### src/rtl/h2j_pkg.sv
// Package for the heliocentric to Jacobi converter: widths and constants.
// Used by every module in rtl/.
package h2j_pkg;
    localparam int COORD_WIDTH = 48;
    localparam int MASS_WIDTH  = 48;
    localparam int SUM_WIDTH   = 64;
    localparam int FIX_SHIFT   = 32;
    localparam int N_AXES      = 6;
endpackage

### src/rtl/h2j_serial_div.sv
// Bit-serial restoring divider: (|sum| << 32) / mass, one quotient bit a cycle.
// Depends on h2j_pkg.
module h2j_serial_div #(
    parameter int MW = h2j_pkg::MASS_WIDTH
) (
    input  logic                          i_clk,
    input  logic                          i_rst_n,
    input  logic                          i_start,
    input  logic [h2j_pkg::SUM_WIDTH-1:0] i_smag,
    input  logic [MW-1:0]                 i_mass,
    output logic                          o_done,
    output logic [h2j_pkg::SUM_WIDTH-1:0] o_quot,
    output logic                          o_huge
);
    import h2j_pkg::*;
    localparam int NB = SUM_WIDTH + FIX_SHIFT;
    localparam int CW = $clog2(NB + 1);

    logic [NB-1:0]      r_num;
    logic [SUM_WIDTH:0] r_rem;
    logic [NB-1:0]      r_q;
    logic [CW-1:0]      r_cnt;
    logic               r_busy;
    logic [SUM_WIDTH:0] n_rem;
    logic [SUM_WIDTH:0] n_dif;

    always_comb begin
        n_rem = {r_rem[SUM_WIDTH-1:0], r_num[NB-1]};
        n_dif = n_rem - {{(SUM_WIDTH+1-MW){1'b0}}, i_mass};
    end

    always_ff @(posedge i_clk) begin
        o_done <= 1'b0;
        if (!i_rst_n) begin
            r_busy <= 1'b0;
        end else if (i_start) begin
            r_busy <= 1'b1;
            r_num  <= {i_smag, {FIX_SHIFT{1'b0}}};
            r_rem  <= '0;
            r_q    <= '0;
            r_cnt  <= CW'(NB);
        end else if (r_busy) begin
            r_num <= {r_num[NB-2:0], 1'b0};
            if (!n_dif[SUM_WIDTH]) begin
                r_rem <= n_dif;
                r_q   <= {r_q[NB-2:0], 1'b1};
            end else begin
                r_rem <= n_rem;
                r_q   <= {r_q[NB-2:0], 1'b0};
            end
            r_cnt <= r_cnt - 1'b1;
            if (r_cnt == CW'(1)) begin
                r_busy <= 1'b0;
                o_done <= 1'b1;
            end
        end
    end

    assign o_quot = r_q[SUM_WIDTH-1:0];
    assign o_huge = |r_q[NB-1:SUM_WIDTH];
endmodule

### src/rtl/h2j_serial_mul.sv
// Bit-serial shift-add multiplier: mass times coordinate magnitude.
// Depends on h2j_pkg.
module h2j_serial_mul #(
    parameter int MW = h2j_pkg::MASS_WIDTH,
    parameter int CWD = h2j_pkg::COORD_WIDTH
) (
    input  logic              i_clk,
    input  logic              i_rst_n,
    input  logic              i_start,
    input  logic [MW-1:0]     i_mass,
    input  logic [CWD-1:0]    i_mag,
    output logic              o_done,
    output logic [MW+CWD-1:0] o_prod
);
    import h2j_pkg::*;
    localparam int KW = $clog2(CWD + 1);

    logic [MW+CWD-1:0] r_acc;
    logic [CWD-1:0]    r_b;
    logic [MW-1:0]     r_a;
    logic [KW-1:0]     r_cnt;
    logic              r_busy;
    logic [MW:0]       n_top;

    assign n_top = {1'b0, r_acc[MW+CWD-1:CWD]} + (r_b[0] ? {1'b0, r_a} : '0);

    always_ff @(posedge i_clk) begin
        o_done <= 1'b0;
        if (!i_rst_n) begin
            r_busy <= 1'b0;
        end else if (i_start) begin
            r_busy <= 1'b1;
            r_acc  <= '0;
            r_a    <= i_mass;
            r_b    <= i_mag;
            r_cnt  <= KW'(CWD);
        end else if (r_busy) begin
            r_acc <= {n_top, r_acc[CWD-1:1]};
            r_b   <= r_b >> 1;
            r_cnt <= r_cnt - 1'b1;
            if (r_cnt == KW'(1)) begin
                r_busy <= 1'b0;
                o_done <= 1'b1;
            end
        end
    end

    assign o_prod = r_acc;
endmodule

### src/rtl/heliocentric_to_jacobi.sv
// Channel  | dir | contents
// s_axis   | in  | tuser=first_body, tdata=mass,px,py,pz,vx,vy,vz
// m_axis   | out | tuser=fault, tdata=jpx,jpy,jpz,jvx,jvy,jvz
// One body at a time. A central body sets the total mass to its own and gives a zero
// result. For any other body, per axis: a 96-bit serial divide, a combine, a 48-bit serial
// multiply and an accumulate (the divide is not waited for if the earlier mass is 0).
// Synchronous active-low reset clears mass and sums.
// The result register holds while m_axis_tready is low; input waits.
// Depends on h2j_pkg, h2j_serial_div, h2j_serial_mul.
module heliocentric_to_jacobi #(
    parameter int COORD_WIDTH = h2j_pkg::COORD_WIDTH,
    parameter int MASS_WIDTH  = h2j_pkg::MASS_WIDTH
) (
    input  logic i_clk,
    input  logic i_rst_n,
    input  logic s_axis_tvalid,
    output logic s_axis_tready,
    // body_mass, pos_x, pos_y, pos_z, vel_x, vel_y, vel_z
    input  logic [((MASS_WIDTH+6*COORD_WIDTH+7)/8)*8-1:0] s_axis_tdata,
    // first_body
    input  logic s_axis_tuser,
    output logic m_axis_tvalid,
    input  logic m_axis_tready,
    // jac_pos_x, jac_pos_y, jac_pos_z, jac_vel_x, jac_vel_y, jac_vel_z
    output logic [((6*COORD_WIDTH+7)/8)*8-1:0] m_axis_tdata,
    // fault
    output logic m_axis_tuser
);
    import h2j_pkg::*;
    localparam int CW = COORD_WIDTH;
    localparam int MW = MASS_WIDTH;
    localparam logic [2:0] S_IDLE = 3'd0, S_DIV = 3'd1, S_JAC = 3'd2,
                           S_MUL = 3'd3, S_ACC = 3'd4, S_MASS = 3'd5, S_OUT = 3'd6;

    logic [2:0]           r_state;
    logic [MW-1:0]        r_total;
    logic [SUM_WIDTH-1:0] r_sum [N_AXES];
    logic [MW-1:0]        r_mass;
    logic [CW-1:0]        r_h [N_AXES];
    logic [CW-1:0]        r_j [N_AXES];
    logic [2:0]           r_ax;
    logic                 r_fault;
    logic                 r_ovalid;
    logic                 r_start;

    logic [CW-1:0]        w_h;
    logic [SUM_WIDTH-1:0] w_sum;
    logic                 w_hn, w_sn;
    logic [CW-1:0]        w_hm;
    logic [SUM_WIDTH-1:0] w_smag;
    logic                 div_done, div_huge, mul_done;
    logic [SUM_WIDTH-1:0] div_q;
    logic [MW+CW-1:0]     mul_p;

    assign w_h    = r_h[r_ax];
    assign w_sum  = r_sum[r_ax];
    assign w_hn   = w_h[CW-1];
    assign w_hm   = w_hn ? (CW'(0) - w_h) : w_h;
    assign w_sn   = w_sum[SUM_WIDTH-1];
    assign w_smag = w_sn ? (SUM_WIDTH'(0) - w_sum) : w_sum;

    h2j_serial_div #(.MW(MW)) u_div (
        .i_clk(i_clk), .i_rst_n(i_rst_n),
        .i_start(r_start && r_state == S_DIV),
        .i_smag(w_smag), .i_mass(r_total),
        .o_done(div_done), .o_quot(div_q), .o_huge(div_huge)
    );

    h2j_serial_mul #(.MW(MW), .CWD(CW)) u_mul (
        .i_clk(i_clk), .i_rst_n(i_rst_n),
        .i_start(r_start && r_state == S_MUL),
        .i_mass(r_mass), .i_mag(w_hm),
        .o_done(mul_done), .o_prod(mul_p)
    );

    // Jacobi combine
    logic [SUM_WIDTH-1:0] cm, hm64, rm, lim;
    logic                 cn, rn, over, jfault;
    logic [SUM_WIDTH:0]   addv;
    always_comb begin
        cn   = w_sn;
        cm   = (r_total == '0) ? '0 : div_q;
        hm64 = SUM_WIDTH'(w_hm);
        addv = {1'b0, hm64} + {1'b0, cm};
        over = 1'b0;
        rn   = w_hn;
        rm   = hm64;
        if (r_total != '0 && div_huge) begin
            rn = !cn; rm = '0; over = 1'b1;
        end else if (cm == '0) begin
            rn = w_hn; rm = hm64;
        end else if (w_hn == !cn) begin
            rm = addv[SUM_WIDTH-1:0]; over = addv[SUM_WIDTH]; rn = w_hn;
        end else if (hm64 >= cm) begin
            rm = hm64 - cm; rn = w_hn;
        end else begin
            rm = cm - hm64; rn = !cn;
        end
        lim = SUM_WIDTH'(1) << (CW - 1);
        if (!rn) lim = lim - 1'b1;
        jfault = over || rm > lim;
        if (jfault) rm = lim;
    end

    // Weigh and accumulate
    localparam int PW = MW + CW;
    logic [PW-1:0]        psh;
    logic [SUM_WIDTH-1:0] m64, wlim, wv, sres;
    logic                 whi, wfault, afault;
    always_comb begin
        psh  = mul_p >> FIX_SHIFT;
        m64  = (PW - FIX_SHIFT > SUM_WIDTH) ? psh[SUM_WIDTH-1:0] : SUM_WIDTH'(psh);
        whi  = (PW - FIX_SHIFT > SUM_WIDTH) ? |(psh >> SUM_WIDTH) : 1'b0;
        wlim = w_hn ? {1'b1, {(SUM_WIDTH-1){1'b0}}} : {1'b0, {(SUM_WIDTH-1){1'b1}}};
        wfault = whi || m64 > wlim;
        if (wfault) m64 = wlim;
        wv   = w_hn ? (SUM_WIDTH'(0) - m64) : m64;
        sres = w_sum + wv;
        afault = (w_sum[SUM_WIDTH-1] == wv[SUM_WIDTH-1]) &&
                 (sres[SUM_WIDTH-1] != w_sum[SUM_WIDTH-1]);
        if (afault)
            sres = w_sum[SUM_WIDTH-1] ? {1'b1, {(SUM_WIDTH-1){1'b0}}}
                                      : {1'b0, {(SUM_WIDTH-1){1'b1}}};
    end

    logic [MW:0] tsum;
    assign tsum = {1'b0, r_total} + {1'b0, r_mass};

    always_ff @(posedge i_clk) begin
        r_start <= 1'b0;
        if (!i_rst_n) begin
            r_state  <= S_IDLE;
            r_total  <= '0;
            r_ovalid <= 1'b0;
            r_ax     <= '0;
            for (int i = 0; i < N_AXES; i++) r_sum[i] <= '0;
        end else begin
            case (r_state)
                S_IDLE: begin
                    if (s_axis_tvalid) begin
                        r_mass <= s_axis_tdata[MW-1:0];
                        for (int i = 0; i < N_AXES; i++)
                            r_h[i] <= s_axis_tdata[MW+i*CW +: CW];
                        r_ax <= '0;
                        if (s_axis_tuser) begin
                            r_total <= s_axis_tdata[MW-1:0];
                            for (int i = 0; i < N_AXES; i++) begin
                                r_sum[i] <= '0;
                                r_j[i]   <= '0;
                            end
                            r_fault  <= 1'b0;
                            r_ovalid <= 1'b1;
                            r_state  <= S_OUT;
                        end else begin
                            r_fault <= (r_total == '0);
                            r_start <= 1'b1;
                            r_state <= S_DIV;
                        end
                    end
                end
                S_DIV: if ((div_done && !r_start) || (!r_start && r_total == '0))
                    r_state <= S_JAC;
                S_JAC: begin
                    r_j[r_ax] <= rn ? CW'(SUM_WIDTH'(0) - rm) : CW'(rm);
                    if (jfault) r_fault <= 1'b1;
                    r_start <= 1'b1;
                    r_state <= S_MUL;
                end
                S_MUL: if (mul_done) r_state <= S_ACC;
                S_ACC: begin
                    r_sum[r_ax] <= sres;
                    if (wfault || afault) r_fault <= 1'b1;
                    if (r_ax == 3'(N_AXES - 1)) begin
                        r_state <= S_MASS;
                    end else begin
                        r_ax    <= r_ax + 1'b1;
                        r_start <= 1'b1;
                        r_state <= S_DIV;
                    end
                end
                S_MASS: begin
                    if (tsum[MW]) begin
                        r_total <= '1;
                        r_fault <= 1'b1;
                    end else begin
                        r_total <= tsum[MW-1:0];
                    end
                    r_ovalid <= 1'b1;
                    r_state  <= S_OUT;
                end
                S_OUT: begin
                    if (m_axis_tready) begin
                        r_ovalid <= 1'b0;
                        r_state  <= S_IDLE;
                    end
                end
                default: r_state <= S_IDLE;
            endcase
        end
    end

    assign s_axis_tready = (r_state == S_IDLE);
    assign m_axis_tvalid = r_ovalid;
    assign m_axis_tuser  = r_fault;
    always_comb begin
        m_axis_tdata = '0;
        for (int i = 0; i < N_AXES; i++) m_axis_tdata[i*CW +: CW] = r_j[i];
    end
endmodule

### config.mk
export PLATFORM = sky130hd
export DESIGN_NAME = heliocentric_to_jacobi
export DESIGN_NICKNAME = d
export VERILOG_FILES = /design/src/rtl/h2j_pkg.sv /design/src/rtl/h2j_serial_div.sv /design/src/rtl/h2j_serial_mul.sv /design/src/rtl/heliocentric_to_jacobi.sv
export SDC_FILE = /design/constraint.sdc
export NUM_CORES = 2
export LEC_CHECK = 0
export ABC_AREA = 1
export BUFFER_PORTS_ARGS = -buffer_cell sky130_fd_sc_hd__buf_2
export CAP_MARGIN = 25
export CORE_MARGIN = 5
export CORE_UTILIZATION = 40
export DETAILED_ROUTE_END_ITERATION = 6
export SKIP_LAST_GASP = 1
export SLEW_MARGIN = 30
export SYNTH_ARGS = -nofsm -noshare
export SYNTH_HDL_FRONTEND = slang
export SYNTH_SLANG_ARGS = --single-unit
export TNS_END_PERCENT = 10
### constraint.sdc
create_clock -name i_clk -period 70.4 [get_ports i_clk]
set_input_delay 14.08 -clock i_clk [delete_from_list [all_inputs] [get_ports i_clk]]
set_output_delay 14.08 -clock i_clk [all_outputs]
set_load 0.01 [all_outputs]
Word level (Yosys, flattened, before mapping) --
Memory sizes are Yosys's and may differ from the RTL's. A register that Yosys moved wholly into a read port is not among the register bits. Cells that the tools add are included.
Storage, ports and cells: memories 3, bits in registers 569, RAM bits 960, bits in latches 0, bits in read-only memories 0, word-level logic and storage cells 207
Cells by class: multipliers 0, shift-type cells 0, order comparisons 3, bitwise operators 9, mux-type cells 102, add/subtract/negate cells 14, reduce and logical (&&, ||, !) cells 35, eq/ne operators 21, divide/modulo/power cells 0
Memories:
- r_sum | words 6, width 64, read ports 1, clocked after memory_dff 1, write ports 6, RTL line heliocentric_to_jacobi.sv:37 | logic [SUM_WIDTH-1:0] r_sum [N_AXES];
- r_h | words 6, width 48, read ports 1, clocked after memory_dff 1, write ports 6, RTL line heliocentric_to_jacobi.sv:39 | logic [CW-1:0] r_h [N_AXES];
- r_j | words 6, width 48, read ports 6, clocked after memory_dff 0, write ports 6, RTL line heliocentric_to_jacobi.sv:40 | logic [CW-1:0] r_j [N_AXES];
Operator list (number):
- 64-bit two-way mux | 20
- 48-bit two-way mux | 11
- 96-bit two-way mux | 4
- 1-bit by 64-bit subtractor with 64-bit output (first input constant) | 2
- 48-bit one-hot mux with 2 select lines | 1
- 1-bit by 48-bit subtractor with 48-bit output (first input constant) | 2
- 48-bit by 64-bit adder with 65-bit output | 1
- 65-bit by 48-bit subtractor with 65-bit output | 1
- 64-bit adder | 1
- 48-bit by 64-bit >= comparator with 1-bit output | 1
- 64-bit by 48-bit > comparator with 1-bit output | 1
- 64-bit > comparator | 1
- 64-bit zero test | 1
- 64-bit OR reduction | 1
- 48-bit by 64-bit subtractor with 64-bit output | 1
- 64-bit by 48-bit subtractor with 64-bit output | 1
- 48-bit by 48-bit adder with 49-bit output | 1
- 48-bit by 49-bit adder with 49-bit output | 1
- 48-bit zero test | 1
- 48-bit nonzero test | 1
- 48-bit OR reduction | 1
- 1-bit two-way mux | 45
- 3-bit two-way mux | 14
- 32-bit OR reduction | 1
- other kinds (32) | 69

Longest topological paths before layout --
depth in word-level cells 14, mapped depth 73, mapped depth without buffers 64

Modules after synthesis --
Synthesis repeated with hierarchy kept, for this count alone.
Second synthesis, totals: cell total of the unflattened synthesis 13384, area total of the unflattened synthesis 104906.9 µm²
Modules (own cells, without submodules):
- heliocentric_to_jacobi | times used 1, area an instance 76794.9 µm², sequential area each 35323.9 µm², cells each 9521
- h2j_serial_div | times used 1, area an instance 16201.8 µm², sequential area each 6976.7 µm², cells each 2313
- h2j_serial_mul | times used 1, area an instance 11910.2 µm², sequential area each 5985.7 µm², cells each 1550

Worst setup path before layout --
No wires, ideal clock.
path kind input to register, from in i_rst_n, to reg u_div.r_cnt[0], enable pin, path slack 38354 ps, path buffers 2, arrival 30903 ps, data required time 69257 ps, setup time 1143 ps, stages on the path 4, cell sequence clkbuf_1 > clkinv_1 > clkbuf_1 > o21ai_0
On the way: cells in the longest elaborated chain, start to end 1
Ends and longest elaborated chain:
- start, declared | RTL line heliocentric_to_jacobi.sv:15 | input logic i_rst_n,
- 2-bit AND reduction (no line)
- end signal, assigned | RTL line h2j_serial_div.sv:41 | r_cnt <= CW'(NB);
- end signal, assigned | RTL line h2j_serial_div.sv:51 | r_cnt <= r_cnt - 1'b1;
- end, declared | RTL line h2j_serial_div.sv:22 | logic [CW-1:0] r_cnt;
No other way between the ends. A chain may end at the register's enable or synchronous reset.

==> impl_metrics.env <==
export IMPL_cts_sink_count=1597
export IMPL_fillCellCount=23800
export IMPL_largest_family_of_logic_cells_by_synthesized_area="simple AND/OR/NAND/NOR gates"
export IMPL_tightest_slew_ps=1090
export IMPL_total_power_of_the_final_layout_mw=5.40
export IMPL_die_height_um=504
export IMPL_h_tree_depth=4
export IMPL_first_global_vias=81900
export IMPL_fin_worst_skew_ps=77.5
export IMPL_power_density_nw_per_um2=49.1
export IMPL_floorplan_rows=181
export IMPL_total_detailed_routing_wirelength_um=378000
export IMPL_yosys_area_share_xor_xnor=0.0287
export IMPL_critPathArrivalTime_ps=17240
export IMPL_grt_usage=0.285
export IMPL_cts_path_max_buffers=3
export IMPL_synth_compound_gate_area_share=0.150
export IMPL_drc_errors=0
export IMPL_yosys_cell_count_top_type="sky130_fd_sc_hd__nand2_1"
export IMPL_synth_fa_ha_area_frac=0.0621
export IMPL_leakage_power_nw=46.0
export IMPL_total_cts_buffers=176
export IMPL_worstHoldPathType="register to register"
export IMPL_starting_drc_count_in_detailed_routing=9448
export IMPL_vdd_ir_drop_max_uv=30.5
export IMPL_io_pin_count=632
export IMPL_largest_net_degree_at_the_start_of_global_routing=183
export IMPL_synthArstFlopShare=0
export IMPL_crit_type="input pin to register"
export IMPL_path_clk_slew_ps=60
export IMPL_synthCells=11600
export IMPL_yosys_warnings=0
export IMPL_worst_slew_margin_rel=0.262
export IMPL_worst_endpoint_required_ps=70890
export IMPL_hold_viol_final=0
export IMPL_die_area_sq_um=254000
export IMPL_synth_enable_flop_cells=1534
export IMPL_synth_nets=12400
export IMPL_maxClockFrequency_ghz=0.0597
export IMPL_design_final_nets=12800
export IMPL_cts_tree="yes"
export IMPL_synth_seq_area_share=0.485
export IMPL_finalSetupViolCount=0
export IMPL_simple_gate_portion_of_the_synthesized_area=0.198
export IMPL_drive_gt1_frac=0.107
export IMPL_post_cts_hold_buffer_count=0
export IMPL_antenna_violations_before_repair=14
export IMPL_route_detailed_vias_per_inst=5.60
export IMPL_synth_largest_area_cell="sky130_fd_sc_hd__edfxtp_1"
export IMPL_clock_tree_root_cell="sky130_fd_sc_hd__clkbuf_16"
export IMPL_dpl_hpwl_um=284000
export IMPL_replace_congestion=1.01
export IMPL_port_buffers=631
export IMPL_cap_viol_max_count=0
export IMPL_synth_ff_type="sky130_fd_sc_hd__edfxtp_1"
export IMPL_postSynthRegisterBits=1597
export IMPL_synth_mux_area_fraction=0.000975
export IMPL_post_cts_resized_instances=0
export IMPL_synth_top_area_frac=0.472
export IMPL_synth_area_sq_um=97600
export IMPL_period_share=0.238
export IMPL_detail_route_wl_per_cell_um=24.6
export IMPL_drt_pass_1_iters=6
export IMPL_cts_post_setup_buffers_inserted=0
export IMPL_insertion_delay_ps=870
export IMPL_setup_reg_to_reg_worst_slack_ps=55180
export IMPL_rsz0062_at_grt="no"
export IMPL_wire_length_of_the_first_global_routing_pass_um=547000
export IMPL_worst_setup_path_start_kind="input pin"
export IMPL_final_cells=15400
export IMPL_fin_ws_ps=53650
export IMPL_synthTopCellsByCount="2,050 x sky130_fd_sc_hd__nand2_1, 1,941 x sky130_fd_sc_hd__nor2_1, 1,534 x sky130_fd_sc_hd__edfxtp_1, 1,338 x sky130_fd_sc_hd__inv_1, 936 x sky130_fd_sc_hd__o21ai_0"
export IMPL_grt_overflow_total=0
export IMPL_tns_ps=0
export IMPL_ys_top_cells_by_area="sky130_fd_sc_hd__edfxtp_1 47%, sky130_fd_sc_hd__nand2_1 7.9%, sky130_fd_sc_hd__nor2_1 7.5%"
export IMPL_outcome="complete, no violations"
export IMPL_setup_worst_path_end_class="register"
export IMPL_synthesis_to_finish_area_growth_pct=12.6
export IMPL_coreArea_sq_um=243000
export IMPL_avg_inst_size_synth_sq_um=8.44
export IMPL_pre_cts_slack_ps=52820
export IMPL_antenna_violating_nets_post_route=0
export IMPL_crit_path_max_fanout=76
export IMPL_detailroute_via_count=86200
export IMPL_fp_dieW_um=504
export IMPL_fin_crit_ps=16750
export IMPL_timing_final_max_slew_violations=0
export IMPL_start_util=0.402
export IMPL_yosys_cell_types_count=83
export IMPL_place_inst=15000
==> cell usage in the layout (no fill, tap or decap), types with 25 or more instances in the layout <==
cell type                   Yosys  final
sky130_fd_sc_hd__nand2_2       13     31
sky130_fd_sc_hd__buf_2        144    631
sky130_fd_sc_hd__a21oi_2       59     59
sky130_fd_sc_hd__dfxtp_1       63     60
sky130_fd_sc_hd__a31oi_1      108    108
sky130_fd_sc_hd__nand3_1      375    374
sky130_fd_sc_hd__nor4_1        35     34
sky130_fd_sc_hd__clkbuf_16      0    178
sky130_fd_sc_hd__o21ai_1       58     78
sky130_fd_sc_hd__clkbuf_1     252     25
sky130_fd_sc_hd__a21o_1        31     31
sky130_fd_sc_hd__o21a_1        73     73
sky130_fd_sc_hd__clkinv_2       1     37
sky130_fd_sc_hd__nand3_2       32     32
sky130_fd_sc_hd__edfxtp_1    1534   1534
sky130_fd_sc_hd__nor3_1        95     91
sky130_fd_sc_hd__nand4_1      121    121
sky130_fd_sc_hd__xor2_1       209    209
sky130_fd_sc_hd__nor2_1      1941   1932
sky130_fd_sc_hd__buf_4         14    104
sky130_fd_sc_hd__o211ai_1      30     30
sky130_fd_sc_hd__nand2_1     2050   2024
sky130_fd_sc_hd__o221ai_1      56     56
sky130_fd_sc_hd__nor2_2        23     25
sky130_fd_sc_hd__a21oi_1      866    866
sky130_fd_sc_hd__clkinv_1       3     32
sky130_fd_sc_hd__inv_2         28     28
sky130_fd_sc_hd__o21ai_0      936    912
sky130_fd_sc_hd__inv_1       1338   1332
sky130_fd_sc_hd__xnor2_1      109    108
sky130_fd_sc_hd__a32o_1        35     35
sky130_fd_sc_hd__ha_1         473    473
sky130_fd_sc_hd__o21bai_1      44     44
sky130_fd_sc_hd__o22ai_1      152    149
==> cell families (layout without fill, tap and decap cells) <==
kind of cell	count (synthesis)	in the layout
and+or+nand+nor	4743	4743
AOI/OAI and AO/OA	2570	2570
buffers and inverters	1839	2451
DFF	1597	1597
adders and majority gates	480	480
xor gates and xnor gates	319	319
muxes	9	9
other	0	10
==> through the flow <==
step           cell area (sq um)   util  hold slack [ps]
4_1_cts                   110000  0.452              461
3_3_place_gp              104000  0.427              442
5_1_grt                   110000  0.452              478
2_1_floorplan              97600      -              431
3_5_place_dp              104000  0.427              448
6_report                  110000  0.452              464
==> where the power goes <==
| part | internal [mW] | total (mW) | switching [mW] |
|---|---|---|---|
| logic | 0.824 | 3.17 | 2.35 |
| clock network | 0.530 | 0.946 | 0.416 |
| registers | 1.23 | 1.29 | 0.0517 |
==> registers in the layout, indices dropped and copies added (netlist names), named ones only <==
name	cells
u_div.r_cnt	7
u_mul.r_cnt	6
r_h	288
u_mul.r_busy	1
r_mass	48
r_j	288
u_mul.r_a	48
m_axis_tuser	1
u_div.o_done	1
m_axis_tvalid	1
u_mul.r_b	48
u_div.r_busy	1
u_mul.o_done	1
u_div.r_rem	64
r_start	1
r_ax	3
r_state	3
r_sum	512
u_div.r_num	64
u_div.r_q	96
u_mul.o_prod	64
r_total	48
==> path summary, 6_finish.rpt <==
check | depth (start not counted) | to | from
hold reg to reg | 0 | u_mul.r_a[0] | r_mass[0]
setup / recovery | 6 | r_h[2][2] | i_rst_n
hold / removal | 0 | u_mul.r_a[0] | r_mass[0]
setup reg to reg | 56 | r_j[4][20] | register
==> worst max-delay path: stages <==
cell                     delay, ps
sky130_fd_sc_hd__buf_2         290
sky130_fd_sc_hd__inv_2          90
sky130_fd_sc_hd__buf_4         240
sky130_fd_sc_hd__nor2_4        730
sky130_fd_sc_hd__buf_4         790
sky130_fd_sc_hd__buf_4         840
==> layer usage <==
| layer | global-route usage | part of all wire | up-vias |
|---|---|---|---|
| met5 | 0 | 0.00010 | - |
| met4 | 0.0922 | 0.037 | 6 |
| met3 | 0.0527 | 0.087 | 480 |
| met2 | 0.445 | 0.44 | 3806 |
| met1 | 0.401 | 0.44 | 41700 |
| li1 | - | - | 40200 |
==> cell type report <==
cell class	count	area, sq um	area share
multi-input combinational	8121	43200	0.393
tap	3202	4010	0.0365
antenna	10	25.0	0.000228
clock inverter	124	1350	0.0122
inverter	1371	5180	0.0472
timing repair buffer	750	4180	0.0380
clock buffer	206	4590	0.0418
sequential	1597	47300	0.431
Power figures use the tool's default switching activity.
